`config.mk`:
```
export PLATFORM = sky130hd
export DESIGN_NAME = read_write_hazard_tracker
export DESIGN_NICKNAME = d
export VERILOG_FILES = /design/src/hw/rtl/rwht_pkg.sv /design/src/hw/rtl/rwht_table.sv /design/src/hw/rtl/rwht_dep_unit.sv /design/src/hw/rtl/read_write_hazard_tracker.sv
export SDC_FILE = /design/constraint.sdc
export NUM_CORES = 2
export LEC_CHECK = 0
export BUFFER_PORTS_ARGS = -buffer_cell sky130_fd_sc_hd__buf_4
export CAP_MARGIN = 40
export CORE_MARGIN = 5
export CORE_UTILIZATION = 50
export CTS_CLUSTER_SIZE = 20
export DETAILED_ROUTE_END_ITERATION = 8
export PLACE_DENSITY_LB_ADDON = 0.25
export SETUP_SLACK_MARGIN = 0.1
export SLEW_MARGIN = 25
export SYNTH_ARGS = -nofsm -noshare
export SYNTH_HDL_FRONTEND = slang
export SYNTH_SLANG_ARGS = --single-unit
export TNS_END_PERCENT = 100
```
`constraint.sdc`:
```
create_clock -name clk -period 6.6 [get_ports clk]
set_input_delay 0 -clock clk [delete_from_list [all_inputs] [get_ports clk]]
set_output_delay 0 -clock clk [all_outputs]
set_load 0.01 [all_outputs]
```
`src/hw/rtl/rwht_pkg.sv`:
```
//------------------------------------------------------------------------------
// rwht_pkg
// Types and constants shared by the read/write hazard tracker modules.
//------------------------------------------------------------------------------
`default_nettype none

package rwht_pkg;

  localparam int SLOT_W = 6;
  localparam int MASK_W = 32;
  localparam int DEP_W  = 64;

  typedef enum logic [1:0] {
    ST_IDLE,
    ST_SCAN,
    ST_DONE
  } state_t;

  // One table entry: a valid flag and the slot of the task that last touched it.
  typedef struct packed {
    logic              valid;
    logic [SLOT_W-1:0] slot;
  } entry_t;

  typedef struct packed {
    logic              clear;
    logic              upd;
    logic              wr_hit;
    logic              rd_hit;
    logic [SLOT_W-1:0] slot;
  } tbl_ctrl_t;

  typedef struct packed {
    logic              clr;
    logic              en;
    logic [SLOT_W-1:0] own_slot;
  } dep_ctrl_t;

endpackage

`default_nettype wire

```
`src/hw/rtl/rwht_table.sv`:
```
//------------------------------------------------------------------------------
// rwht_table
// Last writer and last reader table for one class of shared data, with
// per-entry valid flags that a frame start clears at once.
//------------------------------------------------------------------------------
`default_nettype none

module rwht_table import rwht_pkg::*; #(
  parameter int ENTRIES = 32,
  parameter int IDX_W   = 5
) (
  input  logic             clk,
  input  logic             rst,
  input  tbl_ctrl_t        ctrl,
  input  logic [IDX_W-1:0] idx,
  output entry_t           writer,
  output entry_t           reader
);

  logic [ENTRIES-1:0] wr_vld;
  logic [ENTRIES-1:0] rd_vld;
  logic [SLOT_W-1:0]  wr_slot [ENTRIES];
  logic [SLOT_W-1:0]  rd_slot [ENTRIES];

  always_ff @(posedge clk) begin
    if (rst || ctrl.clear) begin
      wr_vld <= '0;
      rd_vld <= '0;
    end else if (ctrl.upd) begin
      if (ctrl.wr_hit) begin
        wr_vld[idx] <= 1'b1;
      end
      if (ctrl.rd_hit) begin
        rd_vld[idx] <= 1'b1;
      end
    end
  end

  always_ff @(posedge clk) begin
    if (ctrl.upd && ctrl.wr_hit) begin
      wr_slot[idx] <= ctrl.slot;
    end
    if (ctrl.upd && ctrl.rd_hit) begin
      rd_slot[idx] <= ctrl.slot;
    end
  end

  assign writer.valid = wr_vld[idx];
  assign writer.slot  = wr_slot[idx];
  assign reader.valid = rd_vld[idx];
  assign reader.slot  = rd_slot[idx];

endmodule

`default_nettype wire

```
`src/hw/rtl/rwht_dep_unit.sv`:
```
//------------------------------------------------------------------------------
// rwht_dep_unit
// Shared dependency unit: turns the entries read at the current index into
// slot bits and gathers them in the dependency accumulator.
//------------------------------------------------------------------------------
`default_nettype none

module rwht_dep_unit import rwht_pkg::*; #(
  parameter int TASK_SLOTS = 64
) (
  input  logic             clk,
  input  dep_ctrl_t        ctrl,
  input  entry_t           res_writer,
  input  entry_t           res_reader,
  input  logic             res_wr_hit,
  input  logic             res_rd_hit,
  input  entry_t           fd_writer,
  input  entry_t           fd_reader,
  input  logic             fd_wr_hit,
  input  logic             fd_rd_hit,
  output logic [DEP_W-1:0] deps
);

  // A task never waits for itself, nor for an entry that holds no slot.
  function automatic logic [DEP_W-1:0] slot_bit(entry_t e, logic [SLOT_W-1:0] own);
    if (!e.valid || e.slot == own || 32'(e.slot) >= TASK_SLOTS) begin
      return '0;
    end
    return DEP_W'(1) << e.slot;
  endfunction

  // A write waits for the last writer and last reader. A read on its own waits
  // for the last writer; after a write by this task that writer is the task.
  function automatic logic [DEP_W-1:0] entry_deps(entry_t w, entry_t r, logic wh,
                                                  logic rh, logic [SLOT_W-1:0] own);
    if (wh) begin
      return slot_bit(w, own) | slot_bit(r, own);
    end
    if (rh) begin
      return slot_bit(w, own);
    end
    return '0;
  endfunction

  logic [DEP_W-1:0] contrib;

  always_comb begin
    contrib = entry_deps(res_writer, res_reader, res_wr_hit, res_rd_hit, ctrl.own_slot)
            | entry_deps(fd_writer, fd_reader, fd_wr_hit, fd_rd_hit, ctrl.own_slot);
  end

  always_ff @(posedge clk) begin
    if (ctrl.clr) begin
      deps <= '0;
    end else if (ctrl.en) begin
      deps <= deps | contrib;
    end
  end

endmodule

`default_nettype wire

```
`src/hw/rtl/read_write_hazard_tracker.sv`:
```
//------------------------------------------------------------------------------
// read_write_hazard_tracker
// Ordered task scoreboard giving each task its slot and its dependency bitmap.
//------------------------------------------------------------------------------
// Tasks are taken one at a time, in order. A task with work walks the resource
// and frame-data tables together, one entry per cycle, and holds the input while
// it is accepted, while it walks min(RESOURCES, 32) entries, and until its word
// goes to the output register; a skipped task is done once accepted, and a
// task refused for slot overflow skips the walk. The output register lets the
// next task be accepted while the previous result still waits to be taken. A
// frame start clears the tables and the slot counter within the accepting cycle.
`default_nettype none

module read_write_hazard_tracker import rwht_pkg::*; #(
  parameter int RESOURCES  = 32,
  parameter int TASK_SLOTS = 64
) (
  input  logic              clk,
  input  logic              rst,
  input  logic              in_valid,
  output logic              in_stall,
  input  logic              frame_start,
  input  logic              has_work,
  input  logic [MASK_W-1:0] resource_read_mask,
  input  logic [MASK_W-1:0] resource_write_mask,
  input  logic [MASK_W-1:0] framedata_read_mask,
  input  logic [MASK_W-1:0] framedata_write_mask,
  output logic              out_valid,
  input  logic              out_stall,
  output logic [SLOT_W-1:0] task_slot,
  output logic [DEP_W-1:0]  depends_on,
  output logic              slot_overflow
);

  localparam int ENTRIES = (RESOURCES < MASK_W) ? RESOURCES : MASK_W;
  localparam int IDX_W   = (ENTRIES > 1) ? $clog2(ENTRIES) : 1;
  localparam int CNT_W   = $clog2(TASK_SLOTS + 1);

  state_t             state;
  state_t             state_next;
  logic [CNT_W-1:0]   next_slot;
  logic [CNT_W-1:0]   cur_slot;
  logic               at_limit;
  logic               accept;
  logic               out_free;
  logic               out_load;
  logic               scan_last;
  logic [IDX_W-1:0]   cnt;
  logic [MASK_W-1:0]  res_rd;
  logic [MASK_W-1:0]  res_wr;
  logic [MASK_W-1:0]  fd_rd;
  logic [MASK_W-1:0]  fd_wr;
  logic [SLOT_W-1:0]  slot;
  logic               ovf;
  tbl_ctrl_t          res_ctrl;
  tbl_ctrl_t          fd_ctrl;
  dep_ctrl_t          dep_ctrl;
  entry_t             res_writer;
  entry_t             res_reader;
  entry_t             fd_writer;
  entry_t             fd_reader;
  logic [DEP_W-1:0]   deps;

  assign in_stall  = (state != ST_IDLE);
  assign accept    = in_valid && !in_stall;
  assign cur_slot  = frame_start ? '0 : next_slot;
  assign at_limit  = (cur_slot >= CNT_W'(TASK_SLOTS));
  assign out_free  = !out_valid || !out_stall;
  assign out_load  = (state == ST_DONE) && out_free;
  assign scan_last = (cnt == IDX_W'(ENTRIES - 1));

  always_comb begin
    state_next = state;
    unique case (state)
      ST_IDLE: begin
        if (accept && has_work) begin
          state_next = at_limit ? ST_DONE : ST_SCAN;
        end
      end
      ST_SCAN: begin
        if (scan_last) begin
          state_next = ST_DONE;
        end
      end
      ST_DONE: begin
        if (out_free) begin
          state_next = ST_IDLE;
        end
      end
      default: state_next = ST_IDLE;
    endcase
  end

  always_comb begin
    res_ctrl.clear   = accept && frame_start;
    res_ctrl.upd     = (state == ST_SCAN);
    res_ctrl.wr_hit  = res_wr[0];
    res_ctrl.rd_hit  = res_rd[0];
    res_ctrl.slot    = slot;
    fd_ctrl.clear    = accept && frame_start;
    fd_ctrl.upd      = (state == ST_SCAN);
    fd_ctrl.wr_hit   = fd_wr[0];
    fd_ctrl.rd_hit   = fd_rd[0];
    fd_ctrl.slot     = slot;
    dep_ctrl.clr     = accept;
    dep_ctrl.en      = (state == ST_SCAN);
    dep_ctrl.own_slot = slot;
  end

  always_ff @(posedge clk) begin
    if (rst) begin
      state     <= ST_IDLE;
      next_slot <= '0;
      out_valid <= 1'b0;
    end else begin
      state <= state_next;
      if (accept) begin
        next_slot <= at_limit ? cur_slot : cur_slot + CNT_W'(1);
      end
      if (out_load) begin
        out_valid <= 1'b1;
      end else if (!out_stall) begin
        out_valid <= 1'b0;
      end
    end
  end

  // Masks shift down so that bit 0 always belongs to the entry being walked.
  always_ff @(posedge clk) begin
    if (accept) begin
      slot   <= at_limit ? '0 : SLOT_W'(cur_slot);
      ovf    <= at_limit;
      cnt    <= '0;
      res_rd <= resource_read_mask;
      res_wr <= resource_write_mask;
      fd_rd  <= framedata_read_mask;
      fd_wr  <= framedata_write_mask;
    end else if (state == ST_SCAN) begin
      cnt    <= cnt + IDX_W'(1);
      res_rd <= res_rd >> 1;
      res_wr <= res_wr >> 1;
      fd_rd  <= fd_rd >> 1;
      fd_wr  <= fd_wr >> 1;
    end
    if (out_load) begin
      task_slot     <= slot;
      depends_on    <= deps;
      slot_overflow <= ovf;
    end
  end

  rwht_table #(
    .ENTRIES (ENTRIES),
    .IDX_W   (IDX_W)
  ) u_res_table (
    .clk    (clk),
    .rst    (rst),
    .ctrl   (res_ctrl),
    .idx    (cnt),
    .writer (res_writer),
    .reader (res_reader)
  );

  rwht_table #(
    .ENTRIES (ENTRIES),
    .IDX_W   (IDX_W)
  ) u_fd_table (
    .clk    (clk),
    .rst    (rst),
    .ctrl   (fd_ctrl),
    .idx    (cnt),
    .writer (fd_writer),
    .reader (fd_reader)
  );

  rwht_dep_unit #(
    .TASK_SLOTS (TASK_SLOTS)
  ) u_dep_unit (
    .clk        (clk),
    .ctrl       (dep_ctrl),
    .res_writer (res_writer),
    .res_reader (res_reader),
    .res_wr_hit (res_wr[0]),
    .res_rd_hit (res_rd[0]),
    .fd_writer  (fd_writer),
    .fd_reader  (fd_reader),
    .fd_wr_hit  (fd_wr[0]),
    .fd_rd_hit  (fd_rd[0]),
    .deps       (deps)
  );

endmodule

`default_nettype wire

```
Yosys cells after proc, flatten, opt, wreduce, memory -nomap -nowiden
Memory sizes are Yosys's and may differ from the RTL's. A register that Yosys moved wholly into a read port is not among the register bits.
Index checks and enable logic that the tools add are counted.
- add/subtract/negate cells: 2
- $lt $le $gt $ge: 3
- eq/ne operators: 11
- shift-type cells: 4
- muxes and demuxes: 83
- bitwise logic cells: 8
- reductions and logical operators: 30
- operators by type and width (cell ; count):
    two-way mux 64 bit ; 22
    two-way mux 32 bit ; 8
    bitwise OR 64 bit ; 4
    left shift 1 x 6 -> 64 bit, first input constant ; 4
    bitwise OR 32 bit ; 4
    two-way mux 5 bit ; 8
    two-way mux 1 bit ; 33
    == test 6 bit ; 4
    binary-select mux 1 bit (select 5 bit) ; 4
    two-way mux 7 bit ; 2
    logical AND 1 bit ; 9
    two-way mux 2 bit ; 4
    AND reduction 2 bit ; 4
    adder 7 x 1 -> 7 bit, second input constant ; 1
    >= comparator 7 bit, second input constant ; 1
    logical NOT 1 bit ; 7
    logical OR 1 bit ; 6
    less-than comparator 5 x 6 -> 1 bit, second input constant ; 1
    != test 2 bit, second input constant ; 3
    case mux 2 bit (3 select lines) ; 1
    adder 5 x 1 -> 5 bit, second input constant ; 1
    demux 1 bit (select 5 bit) ; 1
    == test 5 bit, second input constant ; 1
    >= comparator 5 x 1 -> 1 bit, second input constant ; 1
    other kinds (6) ; 7
- flip-flop bits (word level): 413
- bits in writable memories: 768
- output and inout port bits: 73
- memories: 4
- memories (memory ; depth ; width ; rd ports ; clocked after Yosys merged registers in ; wr ports ; line ; source):
    u_fd_table.rd_slot ; 32 ; 6 ; 1 ; 1 ; 1 ; rwht_table.sv:23 ; logic [SLOT_W-1:0] rd_slot [ENTRIES];
    u_fd_table.wr_slot ; 32 ; 6 ; 1 ; 1 ; 1 ; rwht_table.sv:22 ; logic [SLOT_W-1:0] wr_slot [ENTRIES];
    u_res_table.rd_slot ; 32 ; 6 ; 1 ; 1 ; 1 ; rwht_table.sv:23 ;
    u_res_table.wr_slot ; 32 ; 6 ; 1 ; 1 ; 1 ; rwht_table.sv:22 ;

Depth between registers and ports, before layout
- depth in word-level cells: 15
- gate-level depth with buffers: 17

Cells and area by module
From an unflattened synthesis, not the netlist that was laid out.
- cells, all modules: 3442
- area total of the unflattened synthesis: 47852.1 um^2
- modules (own cells, without submodules) (module ; instances ; cells each ; area each (um^2) ; sequential area each (um^2)):
    rwht_table ; 2 ; 1056 ; 17300.3 ; 12812.3
    read_write_hazard_tracker ; 1 ; 707 ; 8526.9 ; 6486.2
    rwht_dep_unit ; 1 ; 623 ; 4724.5 ; 1281.2

Worst setup path after synthesis
Ideal clock, no wire load.
- kind: reg-to-reg
- start point: reg state[0]
- end point: reg depends_on[0] (enable)
- library setup time: 524 ps
- arrival time: 3985 ps
- path slack: 2091 ps
- stages on the path, launching flop included: 3
- buffers on the path: 0
- clock period less this slack: 4509 ps
- cell sequence: dfxtp_1 > nand2b_1 > a21oi_1
- word-level cells in the longest chain between the ends: 2
- ends and longest elaborated chain (what ; line ; source):
    start, declared ; read_write_hazard_tracker.sv:39 ; state_t state;
    start signal, assigned ; read_write_hazard_tracker.sv:116 ; state <= state_next;
    == test 2 bit ; read_write_hazard_tracker.sv:69 ; assign out_load = (state == ST_DONE) && out_free;
    logical AND 1 bit ; read_write_hazard_tracker.sv:69 ;
    via out_load ; read_write_hazard_tracker.sv:46 ; logic out_load;
    end signal, assigned ; read_write_hazard_tracker.sv:147 ; depends_on <= deps;
    end, declared ; read_write_hazard_tracker.sv:31 ; output logic [DEP_W-1:0] depends_on,
The timed path passes the listed nets, and every way through them passes these cells.
A chain may end at the register's enable or synchronous reset.

==> flow_metrics.py <==
metrics = {
    "outcome": {
        "status": "finished clean",
    },
    "route": {
        "route.antenna.remaining_nets": 0,
        "drt-total-wl_microns": 133000,
        "dr.first_iter.drc_count": 3755,
        "dr.pass1.iters": 8,
        "vias_per_cell": 6.06,
        "wire_per_inst_microns": 27.2,
        "drcViolationCount": 0,
        "vias": 29710,
    },
    "synthesis": {
        "synth_mux_area_share_pct": 12.6,
        "synth_compound_area_share_pct": 6.21,
        "syn_inst": 3113,
        "ys.flop_type": "edfxtp_1",
        "synthSimpleGateAreaFrac_pct": 8.31,
        "yosysUniqueCellTypes": 76,
        "synthAdderAreaFrac_pct": 0.184,
        "syn-cell-area_sq_um": 47600,
        "synthXorXnorAreaFrac_pct": 0.423,
        "synth-seq-cells": 1186,
        "seq_area_frac_synth_pct": 70.3,
        "avgSynthCellArea_sq_um": 15.3,
        "yosysWarnings": 0,
        "synth_edf_count": 974,
        "synth-async-reset-ratio_pct": 0,
        "synth_top_family_by_area": "multiplexers",
        "synth_nets": 3254,
    },
    "critical_path": {
        "critPathCaptureType": "flip-flop",
        "cp_max_fo": 72,
        "cpPeakStageDelay_ps": 790,
        "crit_type": "flip-flop to flip-flop",
        "cp.required_ps": 7260,
        "crit_chain": "buf_12 > mux4_2 > mux4_2 > mux2i_1 > xnor2_1 > nor4_4 > a311oi_4 > clkinv_2 > o22ai_1 > a211o_1 > a22o_1",
        "crit_top_cell": "mux4_2",
        "r2r_cells": 11,
        "critical_path_arrival_ps": 5590,
        "slowest_stage": "dfxtp_4",
        "r2r_end": "u_dep_unit.deps[28]$_SDFFE_PP0P_",
        "r2r_setup_slack_ps": 1670,
        "startpoint_type": "flip-flop",
    },
    "clocking": {
        "clk_pin_slew_ps": 60,
        "cts_num_sinks": 1186,
        "tritoncts": "built",
        "insertion_delay_ps": 720,
        "clock_path_buffers": 3,
        "post_cts_buffers": 0,
        "cts_inserted_buffers": 117,
        "cts_max_level": 3,
        "postCtsHoldBufs": 135,
        "cts-root-buf": "clkbuf_16",
        "post_cts_resized": 0,
    },
    "power_and_ir_drop": {
        "seqPwrFrac_pct": 50.5,
        "total_power_mw": 16.5,
        "clkPwrFrac_pct": 41.5,
        "sw_frac_of_total_pct": 22.8,
        "p_switching_mw": 3.75,
        "p_leak_nw": 19.3,
        "powerDensity_nw_per_um2": 291,
        "comb_power_share_pct": 7.9,
        "intPower_mw": 12.7,
        "ir_drop_mv": 0.212,
    },
    "sta": {
        "rsz0062_at_grt": "false",
        "setup_viol": 0,
        "worst_slew_pin_slew_ps": 940,
        "slew_headroom_pct": 37.3,
        "finalMaxSlewViolations": 0,
        "fin_crit_sh_pct": 74.7,
        "clock_skew_ps": 40.3,
        "fmax_mhz": 203,
        "hold_viol_final": 0,
        "post-route-min-period_ps": 4930,
        "tns_ps": 0,
    },
    "cells_and_area": {
        "final_net_count": 3663,
        "post-route-cell-area_sq_um": 56500,
        "instances_no_fill": 4899,
        "layout_commonest_cell": "edfxtp_1",
        "drive_gt1_share_pct": 21.3,
        "nFillCells": 7017,
        "mostFrequentLayoutCells": "974 x edfxtp_1, 562 x nand2_1, 302 x buf_4",
        "area_growth_pct": 18.6,
    },
    "floorplan": {
        "die-area_sq_um": 102000,
        "pin_count": 207,
        "die_h_microns": 319,
        "coreArea_sq_um": 94700,
        "rows": 113,
        "fp.dieW_microns": 319,
        "start_util_pct": 50.3,
    },
    "global_routing": {
        "grt_pass1_wl_microns": 197000,
        "grt_pass1_vias": 29629,
        "antenna_found_initial": 8,
        "grtUsageTotal_pct": 25.8,
        "grt_max_degree": 82,
        "gr-total-overflow": 0,
    },
    "place": {
        "io_buffers": 206,
        "placed_cells": 4516,
        "hpwl_microns": 88300,
        "place_congestion": 1.01,
        "dpl-instance-area_sq_um": 51000,
    },
    "worst_hold_path": {
        "holdPathEnd": "res_wr[8]$_DFFE_PP_",
        "min_path_cells": 4,
        "holdCritStartpoint": "resource_write_mask[8]",
        "hold_class": "primary input to flip-flop",
    },
    "job": {
        "max_cap_violations": 0,
    },
}
[cells in the mapped netlist, types with 6 or more instances]
master,n,area share (%)
buf_2,19,0.20
o211ai_1,15,0.24
dfxtp_1,212,8.9
mux4_2,204,9.6
buf_6,14,0.33
xor2_1,6,0.11
xnor2_1,17,0.31
o22ai_1,47,0.62
mux2_2,11,0.26
o21a_1,129,2.0
a21oi_1,45,0.47
nor3_1,26,0.27
or2_2,7,0.092
and3_1,14,0.18
nand4_1,9,0.12
mux2i_1,103,2.2
inv_1,30,0.24
a211oi_1,15,0.24
nor4_1,9,0.12
nor2b_1,19,0.25
ha_1,7,0.18
o21ai_0,47,0.49
mux4_1,6,0.33
a221oi_1,16,0.29
clkbuf_1,91,0.72
nand2_1,564,4.4
buf_4,13,0.20
a22oi_1,51,0.80
nor2_1,203,1.6
a22o_1,12,0.22
nand2b_1,13,0.17
and2_1,15,0.20
nand3_1,38,0.40
o2111ai_1,6,0.11
buf_1,35,0.28
edfxtp_1,974,61
[worst max-delay path by stage]
| stage | from | to | slack [ps] | depth (start not counted) |
|---|---|---|---|---|
| after floorplan | state[0]$_SDFFE_PP0P_ | depends_on[0]$_DFFE_PP_ | 2090 | 2 |
| after global placement | flip-flop | u_dep_unit.deps[30]$_SDFFE_PP0P_ | 1670 | 11 |
| after detailed placement | flip-flop | u_dep_unit.deps[52]$_SDFFE_PP0P_ | 1690 | 12 |
| after CTS | flip-flop | u_dep_unit.deps[30]$_SDFFE_PP0P_ | 1710 | 11 |
| after global routing | flip-flop | u_dep_unit.deps[55]$_SDFFE_PP0P_ | 1400 | 12 |
| final | flip-flop | u_dep_unit.deps[28]$_SDFFE_PP0P_ | 1670 | 11 |
[power by group through the flow]
stage               clock (mW)  combinational (mW)  sequential [mW]
global route              7.30                1.40             8.33
CTS                       6.93                1.29             8.32
detailed placement           0                1.22             8.48
global placement             0                1.17             8.48
finish                    6.83                1.31             8.32
floorplan                    0               0.795             8.48
[stage by stage]
step	hold slack [ps]	utilization (%)	setup WS, ps
floorplan	167	-	2090
global placement	263	53.2	1670
detailed placement	266	53.9	1690
CTS	55.4	59.5	1710
global route	90.2	59.7	1400
finish	106	59.7	1670
[routing by layer]
metal	track usage (%)	wire [microns]
met5	0	0
met4	10.1	5840
met3	4.85	11400
met2	41.7	63700
met1	35.0	52500
[worst max-delay path: cells and delay by family (launching register included)]
family                    cells  cell delay, ps
and+or+nand+nor               1             120
muxes                         3            1530
AOI/OAI and AO/OA             4            1250
DFF                           1             790
xor gates and xnor gates      1             250
buffers and inverters         2             820
[area by class of cell]
class	count	area (sq um)	area share, %
Timing Repair Buffer	463	4030	7.12
Inverter	33	128	0.226
Sequential cell	1186	33500	59.3
Antenna cell	7	17.5	0.0310
Clock inverter	75	774	1.37
Multi-Input combinational cell	1721	13300	23.5
Tap cell	1265	1580	2.80
Clock buffer	149	3210	5.68
[state kept, by name, summed over array words and instances, names as in the netlist, 32 cells and up, named ones only]
name / flops
u_fd_table.rd_slot: 192
u_fd_table.wr_slot: 192
u_res_table.rd_slot: 192
u_res_table.wr_slot: 192
depends_on: 64
u_dep_unit.deps: 64
fd_rd: 32
fd_wr: 32
res_rd: 32
res_wr: 32
u_fd_table.rd_vld: 32
u_fd_table.wr_vld: 32
u_res_table.rd_vld: 32
u_res_table.wr_vld: 32
[logic make-up after synthesis]
kind of cell | after synthesis
and+or+nand+nor | 944
DFF | 1186
adders and majority gates | 7
muxes | 328
buffers and inverters | 206
AOI/OAI and AO/OA | 419
xor gates and xnor gates | 23
Power figures use the tool's default switching activity.
